$ cat config.mk
export PLATFORM = sky130hd
export DESIGN_NAME = framed_transfer_transmitter_unit
export DESIGN_NICKNAME = d
export VERILOG_FILES = /design/src/hdl/ftt_pkg.sv /design/src/hdl/ftt_front.sv /design/src/hdl/ftt_queue.sv /design/src/hdl/ftt_back.sv /design/src/hdl/framed_transfer_transmitter_unit.sv
export SDC_FILE = /design/constraint.sdc
export NUM_CORES = 1
export LEC_CHECK = 0
export BUFFER_PORTS_ARGS = -buffer_cell sky130_fd_sc_hd__buf_2
export CORE_ASPECT_RATIO = 0.8
export CORE_MARGIN = 1.5
export CORE_UTILIZATION = 67
export DETAILED_ROUTE_END_ITERATION = 8
export GPL_TIMING_DRIVEN = 1
export PLACE_DENSITY = 0.86
export REMOVE_ABC_BUFFERS = 1
export SYNTH_ARGS = -nofsm -noshare
export SYNTH_HDL_FRONTEND = slang
export SYNTH_SLANG_ARGS = --single-unit
$ cat constraint.sdc
create_clock -name clk -period 9.25 [get_ports clk]
set_clock_uncertainty 0.2 [all_clocks]
set_input_delay 0.4625 -clock clk [delete_from_list [all_inputs] [get_ports clk]]
set_output_delay 0.4625 -clock clk [all_outputs]
set_load 0.05 [all_outputs]
$ cat src/hdl/ftt_pkg.sv
// Package for the framed transfer transmitter: job record, kind codes,
// sequencer step numbers, queue sizing and the byte-wise CRC-32 function.
// No dependencies.
package ftt_pkg;

  localparam logic [15:0] MAX_CHUNK = 16'd250;

  localparam int QDEPTH = 4;
  localparam int QAW    = $clog2(QDEPTH);

  localparam logic [1:0] KIND_HDR  = 2'd0;
  localparam logic [1:0] KIND_DATA = 2'd1;
  localparam logic [1:0] KIND_ERR  = 2'd2;

  localparam logic [3:0] STEP_FIRST    = 4'd0;
  localparam logic [3:0] STEP_MARK     = 4'd1;
  localparam logic [3:0] STEP_PAYLOAD  = 4'd2;
  localparam logic [3:0] STEP_DATA_CRC = 4'd3;
  localparam logic [3:0] STEP_DATA_END = 4'd6;
  localparam logic [3:0] STEP_LEN_HI   = 4'd3;
  localparam logic [3:0] STEP_LEN_LO   = 4'd4;
  localparam logic [3:0] STEP_HDR_CRC  = 4'd5;
  localparam logic [3:0] STEP_HDR_END  = 4'd8;

  localparam logic [7:0]  DATA_MARK = 8'h01;
  localparam logic [31:0] CRC_INIT  = 32'hFFFF_FFFF;
  localparam logic [31:0] CRC_POLY  = 32'hEDB8_8320;

  typedef struct packed {
    logic [1:0]  kind;
    logic [7:0]  addr_byte;
    logic [7:0]  byte1;
    logic [7:0]  byte2;
    logic [15:0] len;
    logic        open;
    logic        close;
    logic        done;
  } job_t;

  function automatic logic [31:0] crc_byte(input logic [31:0] crc_in, input logic [7:0] b);
    logic [31:0] c;
    c = crc_in ^ {24'd0, b};
    for (int i = 0; i < 8; i++) begin
      c = c[0] ? ((c >> 1) ^ CRC_POLY) : (c >> 1);
    end
    return c;
  endfunction

endpackage

$ cat src/hdl/ftt_front.sv
// Front end of the framed transfer transmitter: accepts items, tracks the
// transfer and chunk counters and turns each item into a job record.
// Depends on ftt_pkg.
module ftt_front (
  input  logic          clk,
  input  logic          rst_n,
  input  logic          acc,
  input  logic          op,
  input  logic [6:0]    peer_addr,
  input  logic [7:0]    msg_id,
  input  logic [7:0]    seq_nr,
  input  logic [15:0]   data_length,
  input  logic [7:0]    payload_byte,
  output ftt_pkg::job_t job
);

  localparam logic [1:0] PH_IDLE = 2'd0;
  localparam logic [1:0] PH_DATA = 2'd1;
  localparam logic [1:0] PH_DONE = 2'd2;

  logic [1:0]  phase_r, phase_nxt;
  logic [6:0]  addr_r, addr_nxt;
  logic [15:0] total_r, total_nxt;
  logic [15:0] done_r, done_nxt;
  logic [15:0] chunk_r, chunk_nxt;
  logic [15:0] rem;
  logic [15:0] chunk_sel;
  logic        in_data;

  always_comb begin
    unique case (phase_r) inside
      PH_DATA: in_data = 1'b1;
      PH_IDLE, PH_DONE: in_data = 1'b0;
      default: in_data = 1'b0;
    endcase
  end

  always_comb begin
    rem       = total_r - done_r;
    chunk_sel = (chunk_r == 16'd0) ?
                ((rem < ftt_pkg::MAX_CHUNK) ? rem : ftt_pkg::MAX_CHUNK) : chunk_r;
    phase_nxt = phase_r;
    addr_nxt  = addr_r;
    total_nxt = total_r;
    done_nxt  = done_r;
    chunk_nxt = chunk_r;
    job.kind      = ftt_pkg::KIND_ERR;
    job.addr_byte = {addr_r, 1'b0};
    job.byte1     = payload_byte;
    job.byte2     = seq_nr;
    job.len       = data_length;
    job.open      = 1'b0;
    job.close     = 1'b0;
    job.done      = 1'b0;
    if (!op) begin
      addr_nxt      = peer_addr;
      total_nxt     = data_length;
      done_nxt      = 16'd0;
      chunk_nxt     = 16'd0;
      phase_nxt     = (data_length != 16'd0) ? PH_DATA : PH_DONE;
      job.kind      = ftt_pkg::KIND_HDR;
      job.addr_byte = {peer_addr, 1'b0};
      job.byte1     = msg_id;
      job.done      = (data_length == 16'd0);
    end else if (in_data) begin
      chunk_nxt = chunk_sel - 16'd1;
      done_nxt  = done_r + 16'd1;
      job.kind  = ftt_pkg::KIND_DATA;
      job.open  = (chunk_r == 16'd0);
      job.close = (chunk_nxt == 16'd0);
      job.done  = (done_nxt >= total_r);
      if (job.done) begin
        phase_nxt = PH_DONE;
      end
    end
  end

  always_ff @(posedge clk) begin
    if (!rst_n) begin
      phase_r <= PH_IDLE;
      addr_r  <= 7'd0;
      total_r <= 16'd0;
      done_r  <= 16'd0;
      chunk_r <= 16'd0;
    end else if (acc) begin
      phase_r <= phase_nxt;
      addr_r  <= addr_nxt;
      total_r <= total_nxt;
      done_r  <= done_nxt;
      chunk_r <= chunk_nxt;
    end
  end

endmodule

$ cat src/hdl/ftt_queue.sv
// Short job queue between the front end and the frame sequencer.
// Depends on ftt_pkg for the job record and the queue depth.
module ftt_queue (
  input  logic          clk,
  input  logic          rst_n,
  input  logic          push,
  input  ftt_pkg::job_t wr_job,
  input  logic          pop,
  output ftt_pkg::job_t rd_job,
  output logic          full,
  output logic          empty
);

  ftt_pkg::job_t            mem_r [ftt_pkg::QDEPTH];
  logic [ftt_pkg::QAW-1:0]  wp_r, rp_r;
  logic [ftt_pkg::QAW:0]    cnt_r;

  assign full   = (cnt_r == (ftt_pkg::QAW+1)'(ftt_pkg::QDEPTH));
  assign empty  = (cnt_r == '0);
  assign rd_job = mem_r[rp_r];

  always_ff @(posedge clk) begin
    if (!rst_n) begin
      wp_r  <= '0;
      rp_r  <= '0;
      cnt_r <= '0;
    end else begin
      if (push) begin
        wp_r <= wp_r + 1'b1;
      end
      if (pop) begin
        rp_r <= rp_r + 1'b1;
      end
      if (push && !pop) begin
        cnt_r <= cnt_r + 1'b1;
      end else if (pop && !push) begin
        cnt_r <= cnt_r - 1'b1;
      end
    end
  end

  always_ff @(posedge clk) begin
    if (push) begin
      mem_r[wp_r] <= wr_job;
    end
  end

endmodule

$ cat src/hdl/ftt_back.sv
// Frame sequencer: expands each job into bus bytes, runs the CRC-32 and
// holds the result in an output register. Depends on ftt_pkg.
module ftt_back (
  input  logic          clk,
  input  logic          rst_n,
  input  ftt_pkg::job_t q_job,
  input  logic          q_empty,
  output logic          q_pop,
  output logic          out_valid,
  input  logic          out_ready,
  output logic [7:0]    out_byte,
  output logic          frame_end,
  output logic          last,
  output logic          transfer_done,
  output logic          status
);

  ftt_pkg::job_t job_r;
  logic          busy_r, busy_nxt;
  logic [3:0]    step_r, step_nxt;
  logic [31:0]   crc_r, crc_nxt;
  logic          ov_r, ov_nxt;
  logic [7:0]    ob_r;
  logic          ofe_r, olast_r, odone_r, ost_r;

  logic          adv, emit;
  logic [31:0]   crc_base, crc_fin;
  logic [7:0]    e_byte;
  logic          e_crc, e_last, e_status;
  logic [3:0]    crc_ofs;
  logic [1:0]    crc_idx;
  logic [7:0]    crc_out;

  assign adv   = !ov_r || out_ready;
  assign emit  = busy_r && adv;
  assign q_pop = !busy_r && !q_empty;

  always_comb begin
    crc_base = (step_r == ftt_pkg::STEP_FIRST) ? ftt_pkg::CRC_INIT : crc_r;
    crc_fin  = ~crc_r;
    e_byte   = 8'd0;
    e_crc    = 1'b0;
    e_last   = 1'b0;
    e_status = 1'b0;
    crc_ofs  = 4'd0;
    unique case (job_r.kind)
      ftt_pkg::KIND_HDR: begin
        crc_ofs = step_r - ftt_pkg::STEP_HDR_CRC;
        e_crc   = (step_r >= ftt_pkg::STEP_HDR_CRC);
        e_last  = (step_r == ftt_pkg::STEP_HDR_END);
        unique case (step_r)
          ftt_pkg::STEP_FIRST:   e_byte = job_r.addr_byte;
          ftt_pkg::STEP_MARK:    e_byte = job_r.byte1;
          ftt_pkg::STEP_PAYLOAD: e_byte = job_r.byte2;
          ftt_pkg::STEP_LEN_HI:  e_byte = job_r.len[15:8];
          ftt_pkg::STEP_LEN_LO:  e_byte = job_r.len[7:0];
          default:               e_byte = 8'd0;
        endcase
      end
      ftt_pkg::KIND_DATA: begin
        crc_ofs = step_r - ftt_pkg::STEP_DATA_CRC;
        e_crc   = (step_r >= ftt_pkg::STEP_DATA_CRC);
        e_last  = job_r.close ? (step_r == ftt_pkg::STEP_DATA_END)
                              : (step_r == ftt_pkg::STEP_PAYLOAD);
        unique case (step_r)
          ftt_pkg::STEP_FIRST:   e_byte = job_r.addr_byte;
          ftt_pkg::STEP_MARK:    e_byte = ftt_pkg::DATA_MARK;
          ftt_pkg::STEP_PAYLOAD: e_byte = job_r.byte1;
          default:               e_byte = 8'd0;
        endcase
      end
      default: begin
        e_last   = 1'b1;
        e_status = 1'b1;
      end
    endcase
    crc_idx = crc_ofs[1:0];
    unique case (crc_idx)
      2'd0:    crc_out = crc_fin[31:24];
      2'd1:    crc_out = crc_fin[23:16];
      2'd2:    crc_out = crc_fin[15:8];
      default: crc_out = crc_fin[7:0];
    endcase
  end

  always_comb begin
    busy_nxt = busy_r;
    step_nxt = step_r;
    crc_nxt  = crc_r;
    ov_nxt   = ov_r;
    if (adv) begin
      ov_nxt = emit;
    end
    if (q_pop) begin
      busy_nxt = 1'b1;
      step_nxt = (q_job.kind == ftt_pkg::KIND_DATA && !q_job.open) ?
                 ftt_pkg::STEP_PAYLOAD : ftt_pkg::STEP_FIRST;
    end else if (emit) begin
      if (e_last) begin
        busy_nxt = 1'b0;
      end else begin
        step_nxt = step_r + 4'd1;
      end
      if (!e_crc) begin
        crc_nxt = ftt_pkg::crc_byte(crc_base, e_byte);
      end
    end
  end

  always_ff @(posedge clk) begin
    if (!rst_n) begin
      busy_r <= 1'b0;
      step_r <= ftt_pkg::STEP_FIRST;
      ov_r   <= 1'b0;
    end else begin
      busy_r <= busy_nxt;
      step_r <= step_nxt;
      ov_r   <= ov_nxt;
    end
  end

  always_ff @(posedge clk) begin
    crc_r <= crc_nxt;
    if (q_pop) begin
      job_r <= q_job;
    end
    if (emit) begin
      ob_r    <= e_crc ? crc_out : e_byte;
      ofe_r   <= e_crc && (crc_idx == 2'd3);
      olast_r <= e_last;
      odone_r <= e_last && job_r.done && !e_status;
      ost_r   <= e_status;
    end
  end

  assign out_valid     = ov_r;
  assign out_byte      = ob_r;
  assign frame_end     = ofe_r;
  assign last          = olast_r;
  assign transfer_done = odone_r;
  assign status        = ost_r;

endmodule

$ cat src/hdl/framed_transfer_transmitter_unit.sv
// Top level of the framed transfer transmitter: front end, job queue and
// frame sequencer. Depends on ftt_pkg, ftt_front, ftt_queue and ftt_back.
//
// Channel  Direction  Transfer contents
// in_*     slave      one start item or one payload byte
// out_*    master     one bus byte with frame and status flags
//
// A start item causes 9 output bytes, a payload byte 1 to 7, an unexpected
// payload byte one error result. The frame sequencer emits one byte per cycle
// while its output register is empty or being read, and takes the next job
// from the queue only after the current job's last byte. The front end accepts
// one item per cycle while the four-entry queue has room. Reset is
// synchronous and active low and clears all control state.
module framed_transfer_transmitter_unit (
  input  logic        clk,
  input  logic        rst_n,
  input  logic        in_tvalid,
  output logic        in_tready,
  input  logic [47:0] in_tdata,  // peer_addr, msg_id, seq_nr, data_length, payload_byte, zeros
  input  logic [0:0]  in_tuser,  // op
  output logic        out_tvalid,
  input  logic        out_tready,
  output logic [7:0]  out_tdata, // out_byte
  output logic        out_tlast,
  output logic [2:0]  out_tuser  // last, transfer_done, status
);

  ftt_pkg::job_t f_job;
  ftt_pkg::job_t q_job;
  logic          acc, q_full, q_empty, q_pop;

  assign in_tready = !q_full;
  assign acc       = in_tvalid && in_tready;

  ftt_front u_front (
    .clk          (clk),
    .rst_n        (rst_n),
    .acc          (acc),
    .op           (in_tuser[0]),
    .peer_addr    (in_tdata[6:0]),
    .msg_id       (in_tdata[14:7]),
    .seq_nr       (in_tdata[22:15]),
    .data_length  (in_tdata[38:23]),
    .payload_byte (in_tdata[46:39]),
    .job          (f_job)
  );

  ftt_queue u_queue (
    .clk    (clk),
    .rst_n  (rst_n),
    .push   (acc),
    .wr_job (f_job),
    .pop    (q_pop),
    .rd_job (q_job),
    .full   (q_full),
    .empty  (q_empty)
  );

  ftt_back u_back (
    .clk           (clk),
    .rst_n         (rst_n),
    .q_job         (q_job),
    .q_empty       (q_empty),
    .q_pop         (q_pop),
    .out_valid     (out_tvalid),
    .out_ready     (out_tready),
    .out_byte      (out_tdata),
    .frame_end     (out_tlast),
    .last          (out_tuser[0]),
    .transfer_done (out_tuser[1]),
    .status        (out_tuser[2])
  );

endmodule

==> results of run 1 <==
==> layout make-up <==
type                            count  area share [%]
Clock buffer                       37            4.66
Clock inverter                     21           0.993
Inverter                           51            1.08
Multi-Input combinational cell    791            34.8
Sequential cell                   335            52.6
Tap cell                          312            2.20
Timing Repair Buffer              101            3.69
==> report_power, final <==
group | switching [W] | internal [W] | leakage, nW | total, W
Sequential | 0.000174 | 0.00221 | 3.04 | 0.00238
Combinational | 0.00148 | 0.00103 | 2.68 | 0.00251
Clock | 0.000561 | 0.000699 | 0.498 | 0.00126
==> per-stage QoR <==
step / setup slack [ps] / cell area (sq um) / hold slack [ps] / instances
after detailed placement: 2870 / 16500 / 256 / 1566
after global routing: 2140 / 17800 / 19.5 / 1648
final: 2540 / 17800 / 29.9 / 1648
after floorplan: 4090 / 15700 / 233 / 1177
after CTS: 2700 / 17800 / 4.87 / 1648
after global placement: 3080 / 16500 / 238 / 1566
==> what timing repair did <==
| action | in CTS | in global routing |
|---|---|---|
| hold buffers | 24 | 0 |
| endpoints found under the hold margin | 73 | 0 |
| gates resized for setup | 0 | 0 |
==> layout by cell type (no fill, tap or decap), types with 5 or more instances in the layout <==
master	synthesis	layout
sky130_fd_sc_hd__clkinv_2	0	11
sky130_fd_sc_hd__o211ai_1	6	6
sky130_fd_sc_hd__nor3_1	11	11
sky130_fd_sc_hd__nand3_1	20	20
sky130_fd_sc_hd__xor2_1	26	26
sky130_fd_sc_hd__nor2_2	4	6
sky130_fd_sc_hd__xnor2_2	5	5
sky130_fd_sc_hd__nor2_1	104	102
sky130_fd_sc_hd__a21oi_1	82	82
sky130_fd_sc_hd__buf_2	5	65
sky130_fd_sc_hd__nor2b_1	5	5
sky130_fd_sc_hd__o21ai_0	40	40
sky130_fd_sc_hd__nand4_1	6	6
sky130_fd_sc_hd__a22oi_1	38	38
sky130_fd_sc_hd__nand2_1	99	99
sky130_fd_sc_hd__mux2_2	17	17
sky130_fd_sc_hd__inv_1	49	48
sky130_fd_sc_hd__mux4_2	44	44
sky130_fd_sc_hd__edfxtp_1	263	263
sky130_fd_sc_hd__buf_4	5	12
sky130_fd_sc_hd__a22o_1	8	8
sky130_fd_sc_hd__dfxtp_1	72	70
sky130_fd_sc_hd__clkbuf_16	0	31
sky130_fd_sc_hd__o21a_1	10	10
sky130_fd_sc_hd__dlygate4sd3_1	0	24
sky130_fd_sc_hd__nand2b_1	8	8
sky130_fd_sc_hd__and3_1	17	13
sky130_fd_sc_hd__nor4_1	11	11
sky130_fd_sc_hd__a222oi_1	7	7
sky130_fd_sc_hd__ha_1	43	43
sky130_fd_sc_hd__nand3b_1	6	6
sky130_fd_sc_hd__or3_1	6	6
sky130_fd_sc_hd__and2_1	7	7
sky130_fd_sc_hd__a21o_1	12	12
sky130_fd_sc_hd__xnor2_1	71	71
==> critical path: stages (launching register included) <==
cell,delay (ps)
sky130_fd_sc_hd__dfxtp_1,460
sky130_fd_sc_hd__ha_1,240
sky130_fd_sc_hd__inv_1,70
sky130_fd_sc_hd__fa_1,400
sky130_fd_sc_hd__a21o_1,210
sky130_fd_sc_hd__a221oi_4,360
sky130_fd_sc_hd__a21oi_1,150
sky130_fd_sc_hd__nor3_1,170
sky130_fd_sc_hd__o22ai_1,130
sky130_fd_sc_hd__nor4_2,930
sky130_fd_sc_hd__nand2_1,140
sky130_fd_sc_hd__o21ai_0,190
sky130_fd_sc_hd__nor2b_1,190
sky130_fd_sc_hd__ha_1,200
sky130_fd_sc_hd__nor3b_1,330
sky130_fd_sc_hd__nand3b_1,180
sky130_fd_sc_hd__a21oi_1,250
sky130_fd_sc_hd__a41o_1,360
sky130_fd_sc_hd__nand2_1,100
sky130_fd_sc_hd__xnor2_1,250
sky130_fd_sc_hd__o211ai_1,140
sky130_fd_sc_hd__nor4_1,730
==> how the worst max path moves through the flow <==
stage / from / to / slack, ps / depth (start not counted)
floorplan: u_front.done_r[0] / u_queue.mem_r[0][1] / 4090 / 21
global placement: u_front.done_r[0] / u_queue.mem_r[0][1] / 3080 / 21
detailed placement: u_front.done_r[0] / u_queue.mem_r[1][1] / 2870 / 21
CTS: u_front.done_r[0] / u_queue.mem_r[1][1] / 2700 / 21
global route: u_front.done_r[0] / u_queue.mem_r[0][1] / 2140 / 21
finish: u_front.done_r[0] / u_queue.mem_r[1][1] / 2540 / 21
==> sequential cells by signal, summed over array words and instances (netlist names), 2 cells and up, named ones only <==
signal and count:
u_front.total_r 16, u_front.phase_r 2, u_back.step_r 4, u_queue.cnt_r 3
u_front.chunk_r 16, u_queue.rp_r 2, u_back.crc_r 32, u_front.done_r 16
u_queue.wp_r 2, u_back.out_byte 8, u_front.addr_r 7, u_back.job_r 43
u_queue.mem_r 176
==> layer usage <==
layer / track usage (%) / up-vias / share of wire (%)
met4: 12.8 / 0 / 3.9
met2: 50.3 / 630 / 48
li1: - / 4743 / -
met1: 40.5 / 5200 / 39
met3: 6.42 / 125 / 9.2
met5: 0 / - / 0
==> logic make-up after synthesis <==
| logic type | synth area share (%) |
|---|---|
| muxes | 7.59 |
| buffers and inverters | 2.91 |
| xor gates and xnor gates | 7.16 |
| adders and majority gates | 3.62 |
| and+or+nand+nor | 9.91 |
| DFF | 58.4 |
| AOI/OAI and AO/OA | 10.4 |
==> parameters.txt, run 1 <==
Parameter                              Value

Run status
  Result of the run    complete, no violations

Logic synthesis
  Area leader, netlist    sky130_fd_sc_hd__edfxtp_1
  Cell area after synthesis    between 15,000 and 20,000 sq um
  Yosys warns    0
  Dominant cells by area after synthesis    sky130_fd_sc_hd__edfxtp_1 (49%), sky130_fd_sc_hd__dfxtp_1 (9.0%), sky130_fd_sc_hd__mux4_2 (6.2%), sky130_fd_sc_hd__xnor2_1 (3.9%), sky130_fd_sc_hd__ha_1 (3.4%)
  Mean Syn Cell Area    approximately 13 sq um
  Fraction of synthesis flops using an asynchronous set or reset pin    0%
  Most instantiated cells after synthesis    sky130_fd_sc_hd__edfxtp_1 (263), sky130_fd_sc_hd__nor2_1 (104), sky130_fd_sc_hd__nand2_1 (99), sky130_fd_sc_hd__a21oi_1 (82), sky130_fd_sc_hd__dfxtp_1 (72)
  Synth top area share    just under 50%
  Sequential cell area fraction in the yosys report    58.4%
  Most instantiated flip-flop cell in the synthesis netlist    sky130_fd_sc_hd__edfxtp_1
  Number of flops mapped to enable cells by yosys    roughly 260
  Cells after synthesis    1,235
  Synth unique cells    77
  Most numerous cell in the Yosys netlist    sky130_fd_sc_hd__edfxtp_1
  #FFs+latches synth    about 340

Drt
  Final routed DRC violation total    0
  1st-pass router iterations    6
  Number of vias per cell after detailed routing    approximately 6.5
  Post-detailed-route wirelength per cell    between 20 and 25 um
  Drt total wl    37,100 um
  Final antenna-violating net count    0
  Number of DRC violations after detailed-routing iteration 0    1,250
  Detailed-route via count    ~11,000

Critical path
  Category of the worst setup path launch point    flop
  Worst endpoint data arrival time    6750 ps
  Kind of end point of the critical path    flop
  Required arrival time at the worst endpoint    9290 ps
  Worst-case register-to-register setup slack    ~2500 ps
  R2r worst-path depth    21
  Worst setup path category    flop to flop
  Crit Reg-Reg Startpoint    u_front.done_r[0]
  Crit-path max FO    11
  R2R Path End    u_queue.mem_r[1][1]

Timing
  Count of final setup violators    0
  Worst slew margin relative to its limit    24.3%
  Final Hold Vio Count    0
  Final Critical Period    between 6000 and 7000 ps
  Worst slew pin tran    1140 ps
  Max-slew violation count    0
  Setup repair after global routing missed its margin    false
  Achievable clock frequency    0.149 GHz
  Fin crit share    about 73%
  TNS Setup    0 ps

Worst hold path
  Tightest Hold Check Type    input port to flop
  End point of the worst hold path    u_front.chunk_r[7]
  Hold Crit Start    rst_n
  Min-Delay Path Depth    2

Layout
  Diodes inserted    0
  Final cell utilization of the core    roughly three quarters
  # fillers    about 1,400
  Multi-input combinational cell area    around 6200 sq um
  Final net count    around 1,400
  Area used by sequential logic in the layout    about 9300 sq um
  Signed area change from the synthesized netlist to the final layout    11.2%
  Share of post-route cells with drive strength above 1    around 18%

Die
  Top Ports    67
  Area enclosed by the die boundary    around 25,000 sq um
  Floorplan row count    50
  Core Area    between 20,000 and 25,000 sq um
  Starting Density    roughly two thirds
  Horiz. Die Dim    about 180 um
  Die Y    ~140 um

Clock tree
  CTS tree    built
  Buffer levels on the longest clock path    3
  TritonCTS sink count    ~340
  Clock buffers created by TritonCTS    31
  Insertion delay to the later sink of the worst-skew pair    between 500 and 600 ps
  Total number of H-tree levels    1
  Root Buffer Master    sky130_fd_sc_hd__clkbuf_16
  Clock-pin slew on the worst setup and hold paths    around 70 ps
  Post-CTS repair timing setup buffer count    0

Global route
  Wire length of the first global-routing pass    58,300 um
  Number of antenna violations at the first check in global routing    0
  Aggregate global-route resource usage    30.8%
  Number of global-route vias before repair    10,879
  Global-route congestion overflow total    0
  Largest net degree at the start of global routing    55

Power and ir drop
  Static Leak    just over 6 nW
  Maximum resistive drop on vdd    approximately 0.00028 V
  Post-route total power    between 0.006 and 0.007 W
  Power density of the placed cells    346 nW/um^2

Job
  Max Cap Violations    0

Placed design
  Post-detail-place hpwl    23,200 um
  IO buf count    65
  RePlAce Congestion    slightly below 0.9
Note: power is estimated with default switching activity, not from simulation.
==> inputs of run 2 (changes only) <==
CORE_UTILIZATION = 56   (was 67)
PLACE_DENSITY = 0.76   (was 0.86)
clock period = 6 ns   (was 9.25 ns; I/O delays follow)
==> parameters.txt, run 2 (synthesized netlist as in run 1, its figures left out) <==
Parameter                              Value

Layout
  Leading cell type in the layout, fill and taps excluded    sky130_fd_sc_hd__edfxtp_1
  Diodes inserted    0
  Final net count    about 1,400
  Largest register by flop count    u_queue.mem_r
  Biggest registers after layout    u_queue.mem_r (176), u_back.job_r (43), u_back.crc_r (32)
  Max reg flops    around 180
  Signed area change from the synthesized netlist to the final layout    14.0%
  Final cell count without fillers    1,738
  Final cell utilization of the core    between 60% and 70%
  Top library cells by usage in the layout, fill and taps aside    sky130_fd_sc_hd__edfxtp_1 (263), sky130_fd_sc_hd__nor2_1 (103), sky130_fd_sc_hd__nand2_1 (99)
  Share of post-route cells with drive strength above 1    approximately 17%
  # fillers    between 2,000 and 2,500

Global route
  Wire length of the first global-routing pass    ~57,000 um
  Number of antenna violations at the first check in global routing    0
  Number of global-route vias before repair    approximately 10,000
  Aggregate global-route resource usage    24.8%
  Largest net degree at the start of global routing    59
  Global-route congestion overflow total    0

Drt
  Detailed-route via count    roughly 10,000
  Number of vias per cell after detailed routing    between 6 and 7
  Post-detailed-route wirelength per cell    approximately 20 um
  Drt total wl    roughly 36,000 um
  Final antenna-violating net count    0
  Number of DRC violations after detailed-routing iteration 0    approximately 1,000
  Final routed DRC violation total    0
  1st-pass router iterations    7

Timing
  Worst hold margin    85.9 ps
  TNS Setup    0 ps
  Count of final setup violators    0
  Final Hold Vio Count    0
  Setup repair after global routing missed its margin    false
  Worst slew margin relative to its limit    between 20% and 30%
  Fin crit share    between 90% and 100%
  Achievable clock frequency    approximately 0.18 GHz
  Final Critical Period    ~5400 ps
  Max-slew violation count    0
  Worst slew pin tran    about 1100 ps

Clock tree
  Post-CTS repair timing setup buffer count    0
  Root Buffer Master    sky130_fd_sc_hd__clkbuf_16
  Clock buffers created by TritonCTS    34
  Clock-pin slew on the worst setup and hold paths    roughly 60 ps
  Total number of H-tree levels    2
  CTS tree    built
  Insertion delay to the later sink of the worst-skew pair    between 500 and 600 ps
  Buffer levels on the longest clock path    3
  TritonCTS sink count    approximately 340

Critical path
  Crit path largest cell delay    about 430 ps
  Worst endpoint data arrival time    between 5000 and 6000 ps
  Required arrival time at the worst endpoint    a little over 6000 ps
  R2r worst-path depth    21
  Crit-path max FO    6
  Family with the most delay on the worst path    simple AND/OR/NAND/NOR gates
  Ordered cell list for the critical path    ha_1, inv_1, fa_1, a21o_1, a221oi_4, a21oi_1, nor3_1, o22ai_1, nor4_4, nand2_1, o21ai_0, nor2b_1, ha_1, nor3b_2, nand3b_1, a21oi_1, a41o_1, nand2_1, xnor2_1, o211ai_1, nor4_2
  Worst-case register-to-register setup slack    550 ps
  Worst Path Buf+Inv    1
  R2R Path End    u_queue.mem_r[0][1]
  Cell with the largest stage delay on the worst path    sky130_fd_sc_hd__dfxtp_1
  Crit Reg-Reg Startpoint    u_front.done_r[0]
  Critical path depth in cells    21
  Worst setup path category    flop to flop
  Kind of end point of the critical path    flop
  Category of the worst setup path launch point    flop

Worst hold path
  Hold Crit Start    in_tvalid
  End point of the worst hold path    u_queue.wp_r[1]
  Min-Delay Path Depth    4
  Tightest Hold Check Type    input port to flop

Die
  Core Area    28,100 sq um
  Starting Density    56.8%
  Floorplan row count    55
  Horiz. Die Dim    between 150 and 200 um
  Area enclosed by the die boundary    around 30,000 sq um
  Die Y    154 um
  Top Ports    67

Placed design
  Post-detail-place hpwl    22,400 um
  IO buf count    65
  RePlAce Congestion    0.867
  Number of placed instances with taps included    about 1,600

Power and ir drop
  Power density of the placed cells    ~530 nW/um^2
  Post-route total power    a little under 0.01 W
  Static Leak    6.38 nW
  Maximum resistive drop on vdd    roughly 0.00042 V

Job
  Max Cap Violations    0

Run status
  Result of the run    complete, no violations
run 2: cell types whose count changed in the layout (fill, tap and decap cells not counted), moves of 2 or more:
| cell | before | now |
|---|---|---|
| sky130_fd_sc_hd__clkinv_2 | 11 | 4 |
| sky130_fd_sc_hd__clkbuf_1 | 3 | 12 |
| sky130_fd_sc_hd__clkbuf_16 | 31 | 34 |
| sky130_fd_sc_hd__clkinvlp_4 | 3 | 0 |
| sky130_fd_sc_hd__dlygate4sd3_1 | 24 | 50 |
| sky130_fd_sc_hd__buf_4 | 12 | 14 |
run 2: power breakdown:
part	total, W	switching [W]	internal [W]
Combinational	0.00386	0.00226	0.00161
Clock	0.00208	0.000877	0.00120
Sequential	0.00367	0.000260	0.00341
Total	0.00961	0.00340	0.00621
run 2: worst max-delay path by stage:
stage,slack (ps),startpoint,to
global placement,460,u_front.done_r[0],u_queue.mem_r[0][1]
detailed placement,320,u_front.done_r[0],u_queue.mem_r[0][1]
CTS,240,u_front.done_r[0],u_queue.mem_r[0][1]
global route,80,u_front.done_r[0],u_queue.mem_r[0][1]
finish,550,u_front.done_r[0],u_queue.mem_r[0][1]
floorplan,840,u_front.done_r[0],u_queue.mem_r[0][1]
run 2: stage by stage:
stage	instance area, sq um	setup slack, ps
2_1_floorplan	15700	842
3_3_place_gp	16600	456
3_5_place_dp	16600	319
4_1_cts	18200	245
5_1_grt	18200	84.4
6_report	18200	554
run 2: repair_timing:
item / in CTS / in global routing
setup endpoints to repair: 0 / 4
resized for setup: 0 / 3
hold buffers: 50 / 0
hold endpoints to repair: 185 / 0
run 2: layout make-up:
| class | instances | area, sq um | area share (%) |
|---|---|---|---|
| sequential | 335 | 9340 | 51.3 |
| multi-input combinational | 791 | 6200 | 34.1 |
| tap | 370 | 463 | 2.54 |
| inverter | 51 | 191 | 1.05 |
| clock buffer | 50 | 951 | 5.22 |
| timing repair buffer | 129 | 931 | 5.11 |
| clock inverter | 12 | 135 | 0.742 |
run 2: worst reg2reg max path: cells and delay by family, from the launching register on:
family | cells | cell delay [ps]
AO/OA/AOI/OAI | 8 | 1750
adder cells (fa/ha/maj) | 3 | 800
flip-flops | 1 | 430
AND/OR/NAND/NOR | 8 | 1770
buffers and inverters | 1 | 50
XOR/XNOR | 1 | 200
run 2: metal layers:
layer  up-vias  global-route usage (%)  routed length [um]
met3        54                    3.88                2710
met2       426                    38.7               16500
met5         -                       0                   0
met4         0                    6.18                 603
li1       4816                       -                   -
met1      5185                    36.5               15800
==> inputs of run 3 (changes only) <==
RECOVER_POWER = 50   (was not set)
==> parameters.txt, run 3 (synthesized netlist as in run 1, its figures left out) <==
Parameter                              Value

Worst hold path
  Tightest Hold Check Type    input port to flop

Critical path
  Kind of end point of the critical path    flop
  Required arrival time at the worst endpoint    roughly 6100 ps
  Worst setup path category    flop to flop
  Crit-path max FO    6
  Worst endpoint data arrival time    ~5500 ps
  Category of the worst setup path launch point    flop

Timing
  Worst-case setup margin in the final layout    563 ps
  Count of final setup violators    0
  Setup repair after global routing missed its margin    false
  Fin crit share    90.6%
  Final Critical Period    between 5000 and 6000 ps
  Worst slew pin tran    around 3000 ps
  TNS Setup    0 ps
  Achievable clock frequency    approximately 0.18 GHz
  Max-slew violation count    ~260
  Final Hold Vio Count    0
  Worst slew margin relative to its limit    -106%

Global route
  Number of antenna violations at the first check in global routing    0
  Met2 capacity usage during global routing    ~39%
  Global-route congestion overflow total    0
  Met1 routing resource usage after global routing    a little over a third
  Aggregate global-route resource usage    24.8%
  Number of global-route vias before repair    10,437
  Most congested layer reported by global routing    met2
  Largest net degree at the start of global routing    59
  Wire length of the first global-routing pass    roughly 57,000 um
  Met3 layer usage reported by global route    roughly 3.9%

Drt
  Number of DRC violations after detailed-routing iteration 0    979
  Detailed-route via count    about 11,000
  Drt total wl    approximately 36,000 um
  Post-detailed-route wirelength per cell    between 20 and 25 um
  1st-pass router iterations    9
  Final antenna-violating net count    0
  Number of vias per cell after detailed routing    6.05
  Final routed DRC violation total    0

Layout
  Diodes inserted    0
  Share of post-route cells with drive strength above 1    13.6%
  Largest register by flop count    u_queue.mem_r
  Signed area change from the synthesized netlist to the final layout    13.6%
  # fillers    approximately 2,100
  Top library cells by usage in the layout, fill and taps aside    sky130_fd_sc_hd__edfxtp_1 (263), sky130_fd_sc_hd__nor2_1 (103), sky130_fd_sc_hd__nand2_1 (99)
  Biggest registers after layout    u_queue.mem_r (176), u_back.job_r (43), u_back.crc_r (32)
  Leading cell type in the layout, fill and taps excluded    sky130_fd_sc_hd__edfxtp_1
  Max reg flops    between 150 and 200
  Cell area after layout    ~18,000 sq um
  Final net count    1,440

Clock tree
  Buffer levels on the longest clock path    3
  Clock buffers created by TritonCTS    34
  Root Buffer Master    sky130_fd_sc_hd__clkbuf_16
  Total number of H-tree levels    2
  Insertion delay to the later sink of the worst-skew pair    between 500 and 600 ps
  Clock-pin slew on the worst setup and hold paths    ~60 ps
  CTS tree    built
  TritonCTS sink count    335

Power and ir drop
  Maximum resistive drop on vdd    about 0.00043 V
  Post-route total power    roughly 0.0096 W
  Static Leak    about 6.3 nW
  Power density of the placed cells    approximately 530 nW/um^2

Die
  Core Area    28,100 sq um
  Floorplan row count    55
  Top Ports    67
  Die Y    between 150 and 200 um
  Area enclosed by the die boundary    29,600 sq um
  Starting Density    a little under three fifths
  Horiz. Die Dim    between 150 and 200 um

Run status
  Result of the run    finished with violations
  Failing checks    capacitance limit, slew limit

Placed design
  Area after DPL    16,600 sq um
  IO buf count    between 60 and 70
  RePlAce Congestion    just under 0.9
  Setup slack at placement    about 320 ps
  Post-detail-place hpwl    about 22,000 um

Job
  Max Cap Violations    6
run 3: changes by cell type in the layout (fill, tap and decap cells not counted), sizes merged:
cell,before,now
buf,79,35
clkbuf,50,94
run 3: what timing repair did:
| action | 4_1_cts | 5_1_grt |
|---|---|---|
| hold buffers | 50 | 0 |
| hold endpoints to repair | 185 | 0 |
| setup buffers | 0 | 0 |
| resized for setup | 0 | 3 |
| setup endpoints to repair | 0 | 4 |
run 3: power by group:
part | internal, W | switching, W | leakage [nW]
logic | 0.00161 | 0.00226 | 2.69
registers | 0.00342 | 0.000261 | 3.04
clock network | 0.00120 | 0.000874 | 0.532
total | 0.00622 | 0.00339 | 6.26
run 3: cell type report:
type                            count  area, sq um  area share, %
Tap cell                          370          463           2.55
Clock buffer                       50          951           5.24
Inverter                           51          191           1.05
Clock inverter                     12          135          0.745
Sequential cell                   335         9340           51.5
Multi-Input combinational cell    791         6200           34.2
Timing Repair Buffer              129          863           4.76
run 3: worst paths after layout:
path,from,endpoint,slack [ps],cells past startpoint
setup / recovery,u_front.done_r[0],u_queue.mem_r[0][1],560,21
hold reg to reg,u_front.addr_r[2],u_front.addr_r[2],250,2
setup reg to reg,u_front.done_r[0],u_queue.mem_r[0][1],560,21
hold / removal,in_tvalid,u_queue.wp_r[1],90,4
run 3: per-stage QoR:
step	util (%)	cells	hold WS, ps
4_1_cts	64.6	1738	69.1
3_3_place_gp	59.0	1626	238
5_1_grt	64.5	1738	140
6_report	64.5	1738	85.2
2_1_floorplan	-	1177	199
3_5_place_dp	59.0	1626	245
run 3: critical path, stage by stage (launching register included):
cell and delay (ps):
sky130_fd_sc_hd__dfxtp_1 430, sky130_fd_sc_hd__ha_1 190, sky130_fd_sc_hd__inv_1 50, sky130_fd_sc_hd__fa_1 400
sky130_fd_sc_hd__a21o_1 210, sky130_fd_sc_hd__a221oi_4 350, sky130_fd_sc_hd__a21oi_1 150, sky130_fd_sc_hd__nor3_1 160
sky130_fd_sc_hd__o22ai_1 150, sky130_fd_sc_hd__nor4_4 380, sky130_fd_sc_hd__nand2_1 130, sky130_fd_sc_hd__o21ai_0 140
sky130_fd_sc_hd__nor2b_1 200, sky130_fd_sc_hd__ha_1 210, sky130_fd_sc_hd__nor3b_2 240, sky130_fd_sc_hd__nand3b_1 160
sky130_fd_sc_hd__a21oi_1 230, sky130_fd_sc_hd__a41o_1 350, sky130_fd_sc_hd__nand2_1 100, sky130_fd_sc_hd__xnor2_1 200
sky130_fd_sc_hd__o211ai_1 160, sky130_fd_sc_hd__nor4_2 400
run 3: metal layers:
layer  share of wire, %  vias to the layer above
li1                   -                     4819
met5                  0                        -
met2                 46                      413
met1                 44                     5231
met3                7.8                       54
met4                1.6                        0
